$ cat src/sv/hbg_mul.sv
// ----------------------------------------------------------------------------
// hbg_mul
// unsigned wide multiplier in three register stages:
// chunk products, row sums, final sum
// ----------------------------------------------------------------------------
`default_nettype none

module hbg_mul #(
    parameter int A_W = 32,
    parameter int B_W = 32,
    parameter int AC  = 16,
    parameter int BC  = 16
) (
    input  logic               i_clk,
    input  logic [2:0]         i_en,
    input  logic [A_W-1:0]     i_a,
    input  logic [B_W-1:0]     i_b,
    output logic [A_W+B_W-1:0] o_p
);

    localparam int NA  = (A_W + AC - 1) / AC;
    localparam int NB  = (B_W + BC - 1) / BC;
    localparam int AXW = NA * AC;
    localparam int BXW = NB * BC;
    localparam int PPW = AC + BC;
    localparam int RW  = AC + BXW;
    localparam int SW  = AXW + BXW;
    localparam int P_W = A_W + B_W;

    logic [AXW-1:0] w_a;
    logic [BXW-1:0] w_b;
    logic [PPW-1:0] r_pp  [NA][NB];
    logic [RW-1:0]  r_row [NA];
    logic [RW-1:0]  n_row [NA];
    logic [SW-1:0]  n_sum;
    logic [P_W-1:0] r_p;

    assign w_a = AXW'(i_a);
    assign w_b = BXW'(i_b);

    // chunk products
    always_ff @(posedge i_clk) begin
        if (i_en[0]) begin
            for (int i = 0; i < NA; i++) begin
                for (int j = 0; j < NB; j++) begin
                    r_pp[i][j] <= PPW'(w_a[i*AC +: AC]) * PPW'(w_b[j*BC +: BC]);
                end
            end
        end
    end

    // one row per a-chunk
    always_comb begin
        for (int i = 0; i < NA; i++) begin
            n_row[i] = '0;
            for (int j = 0; j < NB; j++) begin
                n_row[i] = n_row[i] + (RW'(r_pp[i][j]) << (j * BC));
            end
        end
    end

    always_ff @(posedge i_clk) begin
        if (i_en[1]) begin
            for (int i = 0; i < NA; i++) begin
                r_row[i] <= n_row[i];
            end
        end
    end

    always_comb begin
        n_sum = '0;
        for (int i = 0; i < NA; i++) begin
            n_sum = n_sum + (SW'(r_row[i]) << (i * AC));
        end
    end

    always_ff @(posedge i_clk) begin
        if (i_en[2]) begin
            r_p <= n_sum[P_W-1:0];
        end
    end

    assign o_p = r_p;

endmodule

`default_nettype wire

$ cat config.mk
export PLATFORM = sky130hd
export DESIGN_NAME = hbg_mul
export DESIGN_NICKNAME = d
export VERILOG_FILES = /design/src/sv/hbg_mul.sv
export SDC_FILE = /design/constraint.sdc
export NUM_CORES = 2
export LEC_CHECK = 0
export ABC_AREA = 1
export BUFFER_PORTS_ARGS = -buffer_cell sky130_fd_sc_hd__buf_2
export CAP_MARGIN = 20
export CORE_AREA = 8 8 302 304
export CTS_BUF_LIST = sky130_fd_sc_hd__clkbuf_16
export CTS_CLUSTER_DIAMETER = 40
export DETAILED_ROUTE_END_ITERATION = 7
export DIE_AREA = 0 0 310 312
export PLACE_DENSITY_LB_ADDON = 0.25
export SLEW_MARGIN = 10
export SYNTH_ARGS = -nofsm -noshare
export SYNTH_HDL_FRONTEND = slang
export SYNTH_SLANG_ARGS = --single-unit
$ cat constraint.sdc
create_clock -name i_clk -period 5 [get_ports i_clk]
set_input_delay 0.25 -clock i_clk [delete_from_list [all_inputs] [get_ports i_clk]]
set_output_delay 0.25 -clock i_clk [all_outputs]
set_load 0.02 [all_outputs]
; ---- After elaboration in Yosys (flattened, before gate mapping)
; Memory sizes are Yosys's and may differ from the RTL's.
; Index checks and enable logic that the tools add are counted.
[op_classes]
n_addsub = 3
mux = 4
mul = 4
[ops]
columns = cell, count
row1 = multiplier 16 x 16 -> 32 bit, 4
row2 = adder 32 x 48 -> 48 bit, 2
row3 = adder 48 x 64 -> 64 bit, 1
row4 = two-way mux 1 bit, 4
[word_totals]
n_memories = 2
input_bits = 68
mem_bits_rw = 224
ff_bits = 64
[mem_list]
columns = name, words, word_bits, read_ports, rd_clocked_by_memory_dff, write_ports, line
row1 = r_pp, 2, 64, 2, 0, 2, 32  ; logic [PPW-1:0] r_pp [NA][NB];
row2 = r_row, 2, 48, 2, 0, 2, 33  ; logic [RW-1:0] r_row [NA];

; ---- Longest topological paths before layout
[logic_depth]
depth_word = 2
depth_mapped = 26

; ---- Worst setup path after synthesis
; Ideal clock, no wire load.
[synth_path]
path_type = in2reg
from = in i_b[17]
to = mem r_pp[0][29] (netlist bit) (data pin)
t_arrival_ns = 4.875
required_ns = 4.747
path_buffers = 1
path_slack_ns = -0.128
stages = 20
cell_sequence = clkbuf_1 -> nand2_1 -> fa_1 -> fa_1 -> fa_1 -> fa_1 -> inv_1 -> fa_1 -> inv_1 -> fa_1 -> inv_1 -> ha_1 -> nand2_1 -> inv_1 -> a21boi_0 -> nand3_1 -> nand2_1 -> nand3_1 -> nand2_1 -> nand2_1
[synth_rtl]
columns = element, line
row1 = from (decl), 17  ; input logic [B_W-1:0] i_b,
row2 = to (decl), 32

==> impl_results.md <==
* Async S/R FF share, synth at 0
* CP Buf/Inv Count at 7
* Final worst-path cycle share at 0.9769
* Core Rows at 108
* Post-Place Cells at 8290
* CP Class: input port to register
* Status: finished clean
* Sequential-to-total area share from yosys stat at 0.1682
* Met1 wire length at 59590 um
* GRT Total Usage at 0.2950
* DR WL met3 at 11360 um
* Synth Instances at 6694
* Clock skew at 0.03222 ns
* Clk sinks at 288
* Family with the most delay on the worst path: adder cells
* Clk_lat worst skew at 0.61 ns
* Max Cap Violations at 0
* Synth Flop Type: edfxtp_1
* Core Region at 86210 um^2
* Setup ws final at 0.1156 ns
* Fin cells at 8382
* Die height at 312 um
* RSZ-0062 raised after global routing: true
* Least-Margin Pin Slew at 1.057 ns
* Antenna Violating Nets Remaining at 0
* Share of cells above drive strength 1 at 0.1234
* Crit path capture type: register
* Top routing layer in use: met4
* Critical path arrival at 5.21 ns
* First-pass GRT wire length at 229800 um
* CTS tree: yes
* Synth area leaders: fa_1, edfxtp_1, nand2_1
* Count leader, synth: nand2_1
* Crit-path slowest cell: fa_1
* Post-synth top cells: nand2_1, inv_1, fa_1, ha_1, edfxtp_1
* Final wirelength at 141100 um
* Met2 routed WL at 65330 um
* Buffers added on ports at 131
* Hpwl dp at 120000 um
* Max Root-Sink Buffers at 3
* Crit-path most repeated cell: fa_1
* Vias in the first global route at 45090
* Number of H-tree levels at 2
* # IOs at 132
* Synth Warn # at 0
* Root Buffer: clkbuf_16
* CTS buffer count at 48
* Total gr overflow at 0
* Initial antenna violation count at 0
* Critical-path cell list: buf_4 -> buf_4 -> buf_4 -> nand2_1 -> fa_1 -> inv_1 -> fa_1 -> ha_1 -> inv_1 -> fa_1 -> fa_1 -> inv_1 -> fa_1 -> ha_1 -> a21oi_1 -> buf_4 -> o211ai_1 -> a21oi_1 -> xnor2_1
* Die W at 310 um
* Post-synthesis cell type count at 36
* CP Launch Type: input port
* Mapped Nets at 8021
* Slew Viols, Final at 0
* Syn_area_per_cell at 7.679 um^2
* Post-synthesis cell area at 51410 um^2
* Critical Path Fanout Max at 10
* Final Hold Viols at 0
* EDFF count, synth at 288
* Largest net degree at the start of global routing at 129
* CTS clk-pin slew, worst paths at 0.06 ns
* Worst Path Required at 5.33 ns
* Setup-failing EPs final at 0
* Yosys top cell area share at 0.3034
* GPL Wtd Cong at 0.9688
* N_diodes at 0
* Vias at 43560
* Final nets at 8514
* # hold bufs at CTS at 0
* DR pass1 iterations at 7
* Yosys reg bits at 288
* Final min period at 4.884 ns
* Worst path max stage delay at 0.55 ns
* FMAX at 204.7 MHz
* 1st-iter DRT viols at 3529
* Wire per inst at 16.83 um
* Post-route DRC at 0
* Place WS at -0.7053 ns
* Syn-to-layout area delta at 15.94%
* Routed vias/inst at 5.197
* Slew HR at 0.2953
* Worst hold path type: input port to register
* Total die area at 96720 um^2
* Total negative slack at 0 ns
* Starting density of the core at 0.5963
* Yosys top cell by area: fa_1
## cell usage in the layout, fill, tap and decap left out, types with 58 or more instances in the layout
master	count
buf_4	455
nand2_1	2028
edfxtp_1	288
nor2_1	230
fa_1	776
xor2_1	102
o21ai_0	70
nand4_1	58
a21oi_1	156
ha_1	461
inv_1	1814
buf_2	102
nand3_1	210
## layer usage
metal  up-vias  global-route usage
met5         -                   0
met4         0             0.09544
met3       268             0.04841
met2      1612              0.4855
met1     20940              0.3982
li1      20740                   -
## path summary, 6_finish.rpt
path,start,slack [ns],endpoint,cells past startpoint
setup / recovery,i_a[21],0.12,r_pp[1][51]$_DFFE_PP_,19
hold / removal,i_en[1],0.16,r_row[0][15]$_DFFE_PP_,1
setup reg to reg,r_pp[0][14]$_DFFE_PP_,2.60,r_row[0][31]$_DFFE_PP_,7
hold reg to reg,r_pp[0][46]$_DFFE_PP_,0.41,r_row[0][14]$_DFFE_PP_,0
## registers in the layout, indices dropped and copies added (netlist names)
| signal | flops |
|---|---|
| r_row | 96 |
| o_p | 64 |
| r_pp | 128 |
## kinds of logic after synthesis
family | synth area share
xor gates and xnor gates | 0.02079
DFF | 0.1682
adders and majority gates | 0.4202
AOI/OAI and AO/OA | 0.03335
buffers and inverters | 0.1469
and+or+nand+nor | 0.2105
## final cells by class
type                       count  area [um^2]
multi-input combinational   4394        35810
inverter                    1820         6832
clock buffer                  49         1226
sequential                   288         8648
clock inverter                41        467.9
fill                        7190        26610
tap                         1155         1445
timing repair buffer         635         5174
## through the flow
step                utilization  instance area (um^2)  hold slack (ns)
detailed placement       0.6632                 57170           0.4045
global route             0.6913                 59600           0.1729
finish                   0.6913                 59600           0.1628
floorplan                     -                 51450           0.3625
global placement         0.6632                 57170           0.4003
CTS                      0.6831                 58890           0.1568
## worst register-to-register path, delay by kind of cell, from the launching register on
kind                     cells  cell delay [ns]
AND/OR/NAND/NOR              5             0.78
flip-flops                   1             0.47
adder cells (fa/ha/maj)      1             0.44
XOR/XNOR                     1             0.45
## repair_timing
| item | 4_1_cts | 5_1_grt |
|---|---|---|
| buffers inserted | 0 | 2 |
| cloned | 0 | 0 |
| resized for setup | 9 | 188 |
| pin swaps | 0 | 15 |
| endpoints found under the setup margin | 15 | 81 |
Power is not shown: default switching activity piles up to over one toggle a cycle in this logic, so the estimate is an artifact.
